==> config.mk <==
export PLATFORM = sky130hd
export DESIGN_NAME = signed_decimal_digit_writer
export DESIGN_NICKNAME = d
export VERILOG_FILES = /design/src/hdl/sddw_pkg.sv /design/src/hdl/sddw_front.sv /design/src/hdl/sddw_queue.sv /design/src/hdl/sddw_back.sv /design/src/hdl/signed_decimal_digit_writer.sv
export SDC_FILE = /design/constraint.sdc
export NUM_CORES = 1
export LEC_CHECK = 0
export BUFFER_PORTS_ARGS = -buffer_cell sky130_fd_sc_hd__buf_2
export CORE_MARGIN = 2
export CORE_UTILIZATION = 60
export DETAILED_ROUTE_END_ITERATION = 16
export GPL_TIMING_DRIVEN = 0
export PLACE_DENSITY = 0.83
export SYNTH_ARGS = -nofsm -noshare
export SYNTH_HDL_FRONTEND = slang
export SYNTH_HIERARCHICAL = 1
export SYNTH_SLANG_ARGS = --single-unit
==> constraint.sdc <==
create_clock -name clk -period 7.7 [get_ports clk]
set_input_delay 0 -clock clk [delete_from_list [all_inputs] [get_ports clk]]
set_output_delay 0 -clock clk [all_outputs]
set_load 0.05 [all_outputs]
==> src/hdl/sddw_pkg.sv <==
// shared types and constants for the signed decimal digit writer
// no dependencies
package sddw_pkg;

  localparam int unsigned ValueW  = 16;
  localparam int unsigned MagW    = 15;
  localparam int unsigned PlaceW  = 3;
  localparam int unsigned CodeW   = 4;
  localparam int unsigned QDepth  = 2;
  localparam int unsigned QPtrW   = 1;
  localparam int unsigned QCntW   = 2;

  localparam logic signed [ValueW-1:0] NEG_LIMIT  = -16'sd1000;
  localparam logic [CodeW-1:0]         MINUS_CODE = 4'd10;
  // x / 10 == (x * 52429) >> 19 for every x below 43699
  localparam logic [15:0]              DIV10_MULT = 16'd52429;
  localparam int unsigned              DIV10_SHIFT = 19;
  localparam int unsigned              ProdW = MagW + 16;

  localparam logic [1:0] LAST_DIGIT = 2'd3;

  // one run of four digit writes
  typedef struct packed {
    logic            neg;
    logic [MagW-1:0] mag;
  } sddw_job_t;

endpackage

==> src/hdl/sddw_front.sv <==
// front end: classifies a signed value and forms the magnitude job
// depends on sddw_pkg
module sddw_front (
  input  logic signed [sddw_pkg::ValueW-1:0] signed_value,
  output logic                               keep,
  output sddw_pkg::sddw_job_t                job
);
  import sddw_pkg::*;

  logic [ValueW-1:0] neg_val;

  assign neg_val = ValueW'(-signed_value);

  always_comb begin
    job  = '0;
    keep = 1'b0;
    if (!signed_value[ValueW-1]) begin
      keep     = 1'b1;
      job.neg  = 1'b0;
      job.mag  = signed_value[MagW-1:0];
    end else if (signed_value > NEG_LIMIT) begin
      keep     = 1'b1;
      job.neg  = 1'b1;
      job.mag  = neg_val[MagW-1:0];
    end
  end

endmodule

==> src/hdl/sddw_queue.sv <==
// two-entry job queue between front and back end
// depends on sddw_pkg
module sddw_queue (
  input  logic                clk,
  input  logic                rst_n,
  input  logic                wr_en,
  input  sddw_pkg::sddw_job_t wr_job,
  output logic                full,
  input  logic                rd_en,
  output logic                nonempty,
  output sddw_pkg::sddw_job_t rd_job
);
  import sddw_pkg::*;

  sddw_job_t        entry_r [QDepth];
  logic [QPtrW-1:0] wr_ptr_r, wr_ptr_nxt;
  logic [QPtrW-1:0] rd_ptr_r, rd_ptr_nxt;
  logic [QCntW-1:0] cnt_r, cnt_nxt;
  logic             do_wr, do_rd;

  assign full     = (cnt_r == QCntW'(QDepth));
  assign nonempty = (cnt_r != '0);
  assign rd_job   = entry_r[rd_ptr_r];
  assign do_wr    = wr_en && !full;
  assign do_rd    = rd_en && nonempty;

  always_comb begin
    wr_ptr_nxt = do_wr ? wr_ptr_r + 1'b1 : wr_ptr_r;
    rd_ptr_nxt = do_rd ? rd_ptr_r + 1'b1 : rd_ptr_r;
    cnt_nxt    = cnt_r;
    if (do_wr && !do_rd) begin
      cnt_nxt = cnt_r + 1'b1;
    end else if (do_rd && !do_wr) begin
      cnt_nxt = cnt_r - 1'b1;
    end
  end

  always_ff @(posedge clk) begin
    if (!rst_n) begin
      wr_ptr_r <= '0;
      rd_ptr_r <= '0;
      cnt_r    <= '0;
    end else begin
      wr_ptr_r <= wr_ptr_nxt;
      rd_ptr_r <= rd_ptr_nxt;
      cnt_r    <= cnt_nxt;
    end
  end

  always_ff @(posedge clk) begin
    if (do_wr) begin
      entry_r[wr_ptr_r] <= wr_job;
    end
  end

endmodule

==> src/hdl/sddw_back.sv <==
// back end: peels one decimal digit a cycle into the output register unless the output stalls
// depends on sddw_pkg
module sddw_back (
  input  logic                        clk,
  input  logic                        rst_n,
  input  logic                        job_avail,
  input  sddw_pkg::sddw_job_t         job,
  output logic                        job_take,
  output logic                        out_empty,
  input  logic                        out_pop,
  output logic [sddw_pkg::PlaceW-1:0] out_digit_place,
  output logic [sddw_pkg::CodeW-1:0]  out_digit_code,
  output logic                        out_last_of_run
);
  import sddw_pkg::*;

  logic              busy_r, busy_nxt;
  logic              neg_r;
  logic [MagW-1:0]   mag_r;
  logic [1:0]        cnt_r, cnt_nxt;
  logic              valid_r, valid_nxt;
  logic [PlaceW-1:0] place_r;
  logic [CodeW-1:0]  code_r;
  logic              last_r;

  logic              step, load;
  logic [ProdW-1:0]  prod;
  logic [MagW-1:0]   quot;
  logic [MagW-1:0]   quot_x10;
  logic [MagW-1:0]   rem_full;

  assign out_empty       = !valid_r;
  assign out_digit_place = place_r;
  assign out_digit_code  = code_r;
  assign out_last_of_run = last_r;

  // reciprocal divide by ten
  assign prod     = ProdW'(mag_r) * ProdW'(DIV10_MULT);
  assign quot     = MagW'(prod >> DIV10_SHIFT);
  assign quot_x10 = (quot << 3) + (quot << 1);
  assign rem_full = mag_r - quot_x10;

  assign step     = busy_r && (!valid_r || out_pop);
  assign load     = !busy_r || (step && cnt_r == LAST_DIGIT);
  assign job_take = load && job_avail;

  always_comb begin
    busy_nxt  = busy_r;
    cnt_nxt   = cnt_r;
    valid_nxt = valid_r;
    if (step) begin
      valid_nxt = 1'b1;
      cnt_nxt   = cnt_r + 1'b1;
    end else if (out_pop) begin
      valid_nxt = 1'b0;
    end
    if (load) begin
      busy_nxt = job_avail;
      cnt_nxt  = '0;
    end
  end

  always_ff @(posedge clk) begin
    if (!rst_n) begin
      busy_r  <= 1'b0;
      cnt_r   <= '0;
      valid_r <= 1'b0;
    end else begin
      busy_r  <= busy_nxt;
      cnt_r   <= cnt_nxt;
      valid_r <= valid_nxt;
    end
  end

  always_ff @(posedge clk) begin
    if (job_take) begin
      neg_r <= job.neg;
      mag_r <= job.mag;
    end else if (step) begin
      mag_r <= quot;
    end
    if (step) begin
      place_r <= PlaceW'(cnt_r) + 1'b1;
      last_r  <= (cnt_r == LAST_DIGIT);
      // minus sign takes the top place of a negative run
      code_r  <= (neg_r && cnt_r == LAST_DIGIT) ? MINUS_CODE : rem_full[CodeW-1:0];
    end
  end

endmodule

==> src/hdl/signed_decimal_digit_writer.sv <==
// throughput: one digit write per cycle unless the output stalls or no job is queued, four per value
// the digit unit (one divide by ten a cycle) sets the rate; values of -1000 or
// less are taken and make no writes
// reset (synchronous, rst_n low) empties the job queue and the output register
module signed_decimal_digit_writer (
  input  logic                               clk,
  input  logic                               rst_n,
  input  logic                               in_push,
  output logic                               in_full,
  input  logic signed [sddw_pkg::ValueW-1:0] in_signed_value,
  output logic                               out_empty,
  input  logic                               out_pop,
  output logic [sddw_pkg::PlaceW-1:0]        out_digit_place,
  output logic [sddw_pkg::CodeW-1:0]         out_digit_code,
  output logic                               out_last_of_run
);
  import sddw_pkg::*;

  logic      keep;
  sddw_job_t front_job;
  sddw_job_t q_job;
  logic      q_full, q_nonempty, q_take;

  assign in_full = q_full;

  sddw_front u_front (
    .signed_value (in_signed_value),
    .keep         (keep),
    .job          (front_job)
  );

  sddw_queue u_queue (
    .clk      (clk),
    .rst_n    (rst_n),
    .wr_en    (in_push && keep),
    .wr_job   (front_job),
    .full     (q_full),
    .rd_en    (q_take),
    .nonempty (q_nonempty),
    .rd_job   (q_job)
  );

  sddw_back u_back (
    .clk             (clk),
    .rst_n           (rst_n),
    .job_avail       (q_nonempty),
    .job             (q_job),
    .job_take        (q_take),
    .out_empty       (out_empty),
    .out_pop         (out_pop),
    .out_digit_place (out_digit_place),
    .out_digit_code  (out_digit_code),
    .out_last_of_run (out_last_of_run)
  );

endmodule

After elaboration in Yosys (flattened, before gate mapping). Memories as Yosys holds them, arrays and structs flattened. A register that Yosys moved wholly into a read port is not among the register bits. Index checks and enable logic that the tools add are counted.

Flip-flop bits (word level): 32. RAM bits: 32. Bits of input ports: 20. Output and inout bits: 10. Logic and storage cells: 61. Memories: 1.

Add/subtract/negate cells: 9. Multipliers: 1. $lt $le $gt $ge: 1. Equality and inequality tests: 2. Muxes and demuxes: 14. Bitwise gates (word level): 1. Reductions and logical operators: 21.

Memories: u_queue.entry_r (depth 2, width 16, read ports 1, clocked after memory_dff 1, wr ports 1, line sddw_queue.sv:15) `sddw_job_t entry_r [QDepth];`.

Operators by type and width (number): $mux 16 (2); $mul 15x16->31 const B (1); $mux 15 (2); $gt 16x11->1 const B (1); $neg 15->15 (1); $logic_and 1x1->1 (9); $mux 1 (8); $reduce_bool 2->1 (4); $logic_not 1->1 (5); $add 2x1->2 const B (2); $add 4x4->4 (1); $eq 2x2->1 const B (2); $mux 2 (2); $sub 4x4->4 (1); $add 2x1->3 const B (1); $add 1x1->1 const B (2); $logic_or 1x1->1 (2); $reduce_or 2->1 (1); $sub 2x1->2 const B (1); $not 1->1 (1).

Logic depth before layout (Yosys ltp). Gate-level depths: netlist (run 1).

Word-level depth: 10. Gate-level depth with buffers: 24. Mapped depth without buffers: 24.

Modules after synthesis. The synthesis (run 1) kept the hierarchy.

Modules (own cells, without submodules): sddw_back (times used 1, cells each 517, area each 5064.9 µm², sequential area each 770.7 µm²); sddw_queue (times used 1, cells each 75, area each 1390.1 µm², sequential area each 1061.0 µm²); sddw_front (times used 1, cells each 56, area each 385.4 µm², sequential area each 0.0 µm²); signed_decimal_digit_writer (times used 1, cells each 1, area each 6.3 µm², sequential area each 0.0 µm²).

Worst setup path before layout (run 1). No wires, ideal clock.

Path type: reg2reg. Start point: reg u_back.mag_r[13]. End point: reg u_back.code_r[3], in the netlist u_back/out_digit_code[3] (data pin). Setup time: 0.255 ns. Arrival time: 5.295 ns. Required time: 7.445 ns. Path slack: 2.150 ns. Stages on the path, launching flop included: 21. Path buffers: 0. Clock period less this slack: 5.550 ns. Path through: edfxtp_1 inv_1 ha_1 inv_1 fa_1 inv_1 fa_1 fa_1 inv_1 fa_1 inv_1 fa_1 inv_1 ha_1 nand4_1 or3_1 a211oi_1 a31oi_4 xnor3_1 xor2_1 nand2_1.

Word-level cells in the longest chain between the ends: 3.

Ends and longest elaborated chain: start, declared (line sddw_back.sv:19) `logic [MagW-1:0] mag_r;`; start signal, assigned (line sddw_back.sv:78) `mag_r <= job.mag;`; start signal, assigned (line sddw_back.sv:80) `mag_r <= quot;`; $mul 15x16->31 (line sddw_back.sv:38) `assign prod = ProdW'(mag_r) * ProdW'(DIV10_MULT);`; $add 4x4->4 (line sddw_back.sv:40) `assign quot_x10 = (quot << 3) + (quot << 1);`; $sub 4x4->4 (line sddw_back.sv:41) `assign rem_full = mag_r - quot_x10;`; end signal, assigned (line sddw_back.sv:86) `code_r <= (neg_r && cnt_r == LAST_DIGIT) ? MINUS_CODE : rem_full[CodeW-1:0];`; end, declared (line sddw_back.sv:23) `logic [CodeW-1:0] code_r;`.

No other way between the ends. A chain may end at the register's enable or synchronous reset.

Final worst setup path (run 1).
Start point: reg u_back.mag_r[0]. End point: reg u_back.code_r[3], in the netlist u_back/out_digit_code[3] (data pin).

Word-level cells in the longest chain between the ends: 3.

Ends and longest elaborated chain (line): $mul 15x16->31 (sddw_back.sv:38); $add 4x4->4 (sddw_back.sv:40); $sub 4x4->4 (*) (sddw_back.sv:41).

Every way passes the cells marked *; elsewhere a longest branch is shown, timed or not.

==> metrics.txt, run 1 <==
outcome=completed; # nets final=885; FF/Latch Area=0.001832 sq mm; Post-synth EDFFs=55; Clock Sink Count=64; DR WL met3=563 um; reg2reg end=u_back/out_digit_code[3]$_SDFFCE_PP1P_; Worst EP arrival=6.29 ns; WL/cell=15.92 um; Final GP Congestion=0.9085; register clock-pin slew on the reported worst setup and hold paths=0.05 ns; Fillers=848; Slew headroom=17.05%; area growth from synthesis to layout=9.521%; Die Ht=110.8 um; clock buffer depth=2; DR WL met2=6962 um; final hold violations=0; Max Slew Vio Count=0; slew at the pin closest to its max-slew limit=1.237 ns; number of port buffers=28; DRT iter0 DRCs=246; R2R depth=18; cts hold-fix bufs=2; post-route ant nets=0; r2r setup slk=1.48 ns; crit path max fanout=4; synth top area cells=edfxtp_1 (24%), ha_1 (22%), fa_1 (16%); Yosys top cell area share=24.12%; First-pass DRT Iterations=5; Mapped Nets=844; antenna violations before repair=0; Residual DRC=0; H-tree depth=3; WHS Endpoint=u_queue/entry_r[0][8]$_DFFE_PP_; share of layout cells above drive strength 1=11.37%; footprint of the multi-input gates=0.004529 sq mm; I/O pin cnt=30; final worst path period need=6.217 ns; clock root buffer=clkbuf_16; slowest stage delay, CP=0.58 ns; #FFs+latches synth=64; WL final=13340 um; skew final=0.007837 ns; final setup vio count=0; fin area=0.007498 sq mm; Die ar.=0.01228 sq mm; Mapped Cells=649; area post-placement=0.007166 sq mm; final hold slack=0.03818 ns; sequence of cells on the critical path=inv_1, ha_1, fa_1, inv_1, fa_1, fa_1, fa_1, ha_1, ha_1, nand2_1, or3_1, a21o_1, a31oi_1, xor2_1, ha_1, a221oi_1, xor2_1, nand2_1; DRT met1 WL=5458 um; min-delay src=in_signed_value[8]; maximum clock rate=160.8 MHz; GRT Resource Usage Total=22.98%; max layer used=met4; DR vias=4744; Setup Fix Bufs, Post-CTS=0; core area=0.01127 sq mm; synth cell count leaders=ha_1 (121), inv_1 (118), edfxtp_1 (55); Top Family by Delay on Critical Path=adder cells; count of cell types in the netlist=62; Avg Synthesized Cell Area=10.55 sq um; via-per-instance ratio=5.661; FF-to-FF Start=u_back/mag_r[0]$_DFFE_PP_; row count=39; hold path depth=2; startpoint types=register; Most used DFF post-synth=edfxtp_1; top-count cell post-synth=ha_1; clock latency on the worst-skew pair=0.33 ns; RSZ-0062 raised after global routing=false; vias in the first global route=4898; first-pass GRT wire length=22670 um; gr ovfl total=0; post-route setup TNS=0 ns; CTS resizes=0; Initial Util=60.74%; CTS tree=done; worst hold path class=input port to register; required time worst endpoint=7.78 ns; largest net degree at the start of global routing=18; async set-reset flop share out of synthesis=0%; post-layout util=66.52%; TritonCTS Buffers=9; # diodes=0; chip width=110.8 um; Syn. warnings=6; Bufs and invs on worst path=2; Final period util=80.74%; top cell type by total area after synthesis=edfxtp_1; post-synthesis sequential area ratio=26.75%; Mapped Area=0.006847 sq mm; crit path max-delay cell type=fa_1; max cap viols=0; kind of critical path=register to register; hpwl dp=11270 um; Crit. End Element=register
==> cell families (layout without fill, tap and decap cells) <==
kind of cell,after synthesis,after routing,share of synthesized area (%)
fa+ha+maj,175,175,37.90
simple gates,131,131,10.44
buf+inv,127,173,7.090
compound gates,109,109,11.49
flops,64,64,26.75
xor+xnor,26,26,3.527
mux,17,17,2.796
==> cells in the final DEF, fill, tap and decap left out, types with 3 or more instances in the layout <==
cell,instances
fa_1,54
or2_2,6
o21a_1,10
nor2b_1,10
nand2_1,29
nand3_1,10
ha_1,121
a22o_1,6
o31ai_1,8
inv_1,118
nand4_1,4
a21o_1,13
xnor2_1,12
a31oi_1,3
a211oi_1,3
and2_1,7
edfxtp_1,55
a21oi_1,34
dfxtp_1,9
and3_1,6
nor2_1,21
nand2b_1,8
buf_2,29
nor3_1,9
clkbuf_1,6
o21ai_0,11
mux2_2,17
clkbuf_16,9
or3_1,8
xor2_1,13
==> metal layers <==
metal | GRT usage, % | vias to the layer above
met2 | 41.55 | 117
met4 | 8.167 | 0
met1 | 28.01 | 2268
li1 | - | 2332
met5 | 0 | -
met3 | 3.280 | 27
==> worst reg2reg max path: cells and delay by family, from the launching register on <==
kind / cells / cell delay, ns
adders and majority gates: 8 / 3.45
xor gates and xnor gates: 2 / 0.49
DFF: 1 / 0.47
AOI/OAI and AO/OA: 3 / 0.74
and+or+nand+nor: 3 / 0.53
buffers and inverters: 2 / 0.24
==> cell type report <==
type                            count  share of cell area, %
Inverter                          119                  5.957
Timing Repair Buffer               30                  2.136
Multi-Input combinational cell    458                  60.40
Clock buffer                       10                  3.054
Sequential cell                    64                  24.43
Clock inverter                      6                  1.118
Tap cell                          143                  2.386
Buffer                              8                 0.5173
==> stage by stage <==
stage,worst slack [ns],instances
2_1_floorplan,2.150,649
3_3_place_gp,1.644,820
3_5_place_dp,1.568,820
4_1_cts,1.499,838
5_1_grt,1.170,838
6_report,1.483,838
==> flip-flops by register name (all words and copies together), names as in the netlist, 2 cells and up, named ones only <==
register	flops
u_back/out_digit_code	4
u_queue/cnt_r	2
u_back/out_digit_place	3
u_queue/entry_r	32
u_back/cnt_r	2
u_back/mag_r	15
==> worst max-delay path by stage <==
stage	start	to	slack, ns	depth (start not counted)
floorplan	u_back/mag_r[13]$_SDFFCE_PN0P_	u_back/out_digit_code[3]$_SDFFCE_PP1P_	2.15	20
global placement	u_back/mag_r[6]$_DFFE_PP_	u_back/out_digit_code[3]$_SDFFCE_PP1P_	1.64	17
detailed placement	u_back/mag_r[0]$_DFFE_PP_	u_back/out_digit_code[3]$_SDFFCE_PP1P_	1.57	18
CTS	u_back/mag_r[0]$_DFFE_PP_	u_back/out_digit_code[3]$_SDFFCE_PP1P_	1.50	18
global route	u_back/mag_r[6]$_DFFE_PP_	u_back/out_digit_code[3]$_SDFFCE_PP1P_	1.17	20
finish	u_back/mag_r[0]$_DFFE_PP_	u_back/out_digit_code[3]$_SDFFCE_PP1P_	1.48	18
Power of run 1 is not shown: default switching activity piles up to over one toggle a cycle in this logic, so the estimate is an artifact.
==> inputs of run 2 (changes only) <==
Settings changed: ABC_AREA set to 1, CORE_UTILIZATION 60 to 58, PLACE_DENSITY 0.83 to 0.84.
Clock period 7.7 ns to 5.3 ns, I/O delays scaled along.
==> metrics.txt, run 2 <==
outcome=finished with violations; failing checks=setup timing; skew final=0.007947 ns (+0.0001098 ns); clock latency on the worst-skew pair=0.33 ns (about the same); # diodes=0 (unchanged); Initial Util=59.39% (-1.4 points); R2R depth=27 (+9); antenna violations before repair=0 (unchanged); Final period util=104.9% (+24 points); via-per-instance ratio=5.604 (-1.0%); TritonCTS Buffers=9 (unchanged); Worst EP arrival=5.64 ns (-0.65 ns); Die Ht=114.9 um (+3.7%); WL final=17470 um (+31%); synth top area cells=edfxtp_1 (23%), ha_1 (21%), fa_1 (15%); crit path max fanout=3 (-1); clock root buffer=clkbuf_16; Largest Register=u_queue/entry_r; I/O pin cnt=30 (unchanged); kind of critical path=register to register; row count=40 (+2.6%); post-synthesis sequential area ratio=25.68% (-1.1 points); final hold slack=0.02101 ns (-0.01717 ns); Mapped Nets=996 (+18%); clock buffer depth=2 (unchanged); #FFs+latches synth=64 (unchanged); H-tree depth=3 (unchanged); Fillers=834 (-1.7%); Syn. warnings=6 (unchanged); largest net degree at the start of global routing=17 (-1); Final GP Congestion=0.9657 (+6.3%); commonest non-fill, non-tap cell in the layout=inv_1; top-count cell post-synth=inv_1; area growth from synthesis to layout=20.87%; Slew headroom=9.025% (-8.0 points); max cap viols=0 (unchanged); core area=0.01201 sq mm (+6.6%); Top Family by Delay on Critical Path=adder cells; chip width=114.9 um (+3.7%); Max Slew Vio Count=0 (unchanged); final worst path period need=5.560 ns (-0.6576 ns); first-pass GRT wire length=26720 um (+18%); Bufs and invs on worst path=5 (+3); Clock Sink Count=64 (unchanged); hold path depth=3 (+1); synth cell count leaders=inv_1 (173), ha_1 (121), nand2_1 (121); post-route ant nets=0 (unchanged); First-pass DRT Iterations=6 (+1); Most used DFF post-synth=edfxtp_1; CTS tree=done; Mapped Cells=801 (+23%); share of layout cells above drive strength 1=24.83% (+13 points); RSZ-0062 raised after global routing=true; count of cell types in the netlist=41 (-34%); worst hold path class=input port to register; DR WL met2=8749 um (+26%); # nets final=1080 (+22%); max layer used=met4; top cell type by total area after synthesis=edfxtp_1; fin worst setup slack=-0.2597 ns (-1.742 ns); vias in the first global route=5721 (+17%); GRT Resource Usage Total=26.11% (+3.1 points); max reg flops=32 (unchanged); slew at the pin closest to its max-slew limit=1.360 ns (+0.1222 ns); final hold violations=0 (unchanged); crit path max-delay cell type=fa_2; hpwl dp=12360 um (+9.7%); Avg Synthesized Cell Area=8.905 sq um (-16%); DR WL met3=967 um (+72%); final setup vio count=1 (+1); DR vias=5811 (+22%); number of port buffers=29 (+3.6%); Crit. End Element=register; WP depth=27 (+9); required time worst endpoint=5.38 ns (-2.40 ns); Die ar.=0.01320 sq mm (+7.5%); most frequent cells in the layout=inv_1 (158), nand2_1 (108), ha_1 (97); gr ovfl total=0 (unchanged); Post-Place Setup Slack=-0.7245 ns (-2.292 ns); Residual DRC=0 (unchanged); Yosys top cell area share=23.15% (-0.97 points); slowest stage delay, CP=0.63 ns (+0.05 ns); Mapped Area=0.007133 sq mm (+4.2%); maximum clock rate=179.9 MHz (+12%); DRT iter0 DRCs=490 (+99%); startpoint types=register; post-layout util=71.78% (+5.3 points); WL/cell=16.85 um (+5.8%); async set-reset flop share out of synthesis=0% (unchanged); Post-synth EDFFs=55 (unchanged); DRT met1 WL=6793 um (+24%); register clock-pin slew on the reported worst setup and hold paths=0.05 ns (about the same)
[run 2: cell types whose count changed after synthesis, sizes merged, moves of 10 or more]
cell	delta
nand2	+102
inv	+59
nor2	+57
nand3	+23
o21ai	+20
nor2b	-10
[run 2: cell type report]
| cell class | instances | area (sq um) | area share (%) |
|---|---|---|---|
| Timing Repair Buffer | 73 | 494.2 | 5.732 |
| Inverter | 178 | 670.6 | 7.778 |
| Tap cell | 147 | 183.9 | 2.133 |
| Clock buffer | 9 | 225.2 | 2.612 |
| Sequential cell | 64 | 1832 | 21.25 |
| Clock inverter | 7 | 78.83 | 0.9142 |
| Multi-Input combinational cell | 553 | 5079 | 58.90 |
| Buffer | 6 | 58.81 | 0.6820 |
[run 2: per-stage QoR]
stage | cells | cell area (sq um) | setup TNS, ns
detailed placement | 977 | 7495 | -2.390
floorplan | 801 | 7166 | 0
global placement | 977 | 7495 | -1.712
CTS | 1024 | 8329 | -0.1677
global route | 1037 | 8622 | -0.8212
finish | 1037 | 8622 | -0.2597
[run 2: timing repair]
item,CTS,global route
pin swaps,42,17
hold endpoints to repair,11,0
buffers inserted,28,13
endpoints found under the setup margin,12,10
gates resized for setup,53,47
hold buffers,3,0
[run 2: final timing paths]
kind / start / end / slack (ns)
setup / recovery: u_back/mag_r[0]$_DFFE_PP_ / u_back/out_digit_code[3]$_SDFFCE_PP1P_ / -0.26
hold / removal: in_signed_value[10] / u_queue/entry_r[1][10]$_DFFE_PP_ / 0.02
setup reg to reg: u_back/mag_r[0]$_DFFE_PP_ / u_back/out_digit_code[3]$_SDFFCE_PP1P_ / -0.26
hold reg to reg: u_back/cnt_r[1]$_SDFFE_PP0P_ / u_back/cnt_r[1]$_SDFFE_PP0P_ / 0.47
[run 2: logic make-up (layout without fill, tap and decap cells)]
group                    count (synthesis)  after routing  share of synthesized area, %
AND/OR/NAND/NOR                        261            261                         16.07
buffers and inverters                  184            273                         10.23
adder cells (fa/ha/maj)                175            175                         36.38
AO/OA/AOI/OAI                           84             84                         6.508
flip-flops                              64             64                         25.68
XOR/XNOR                                17             17                         2.087
multiplexers                            16             16                         3.052
[run 2: per-layer routing]
metal | up-vias | global-route usage [%]
li1 | 2749 | -
met1 | 2753 | 31.61
met2 | 229 | 46.12
met3 | 80 | 3.374
met4 | 0 | 12.53
met5 | - | 0
[run 2: worst reg2reg max path: cells and delay by family (launching register included)]
family	cells	cell delay, ns
xor gates and xnor gates	1	0.16
buffers and inverters	5	0.37
adders and majority gates	8	3.14
AOI/OAI and AO/OA	3	0.42
and+or+nand+nor	10	0.78
DFF	1	0.45
Power of run 2 is left out for the same reason.
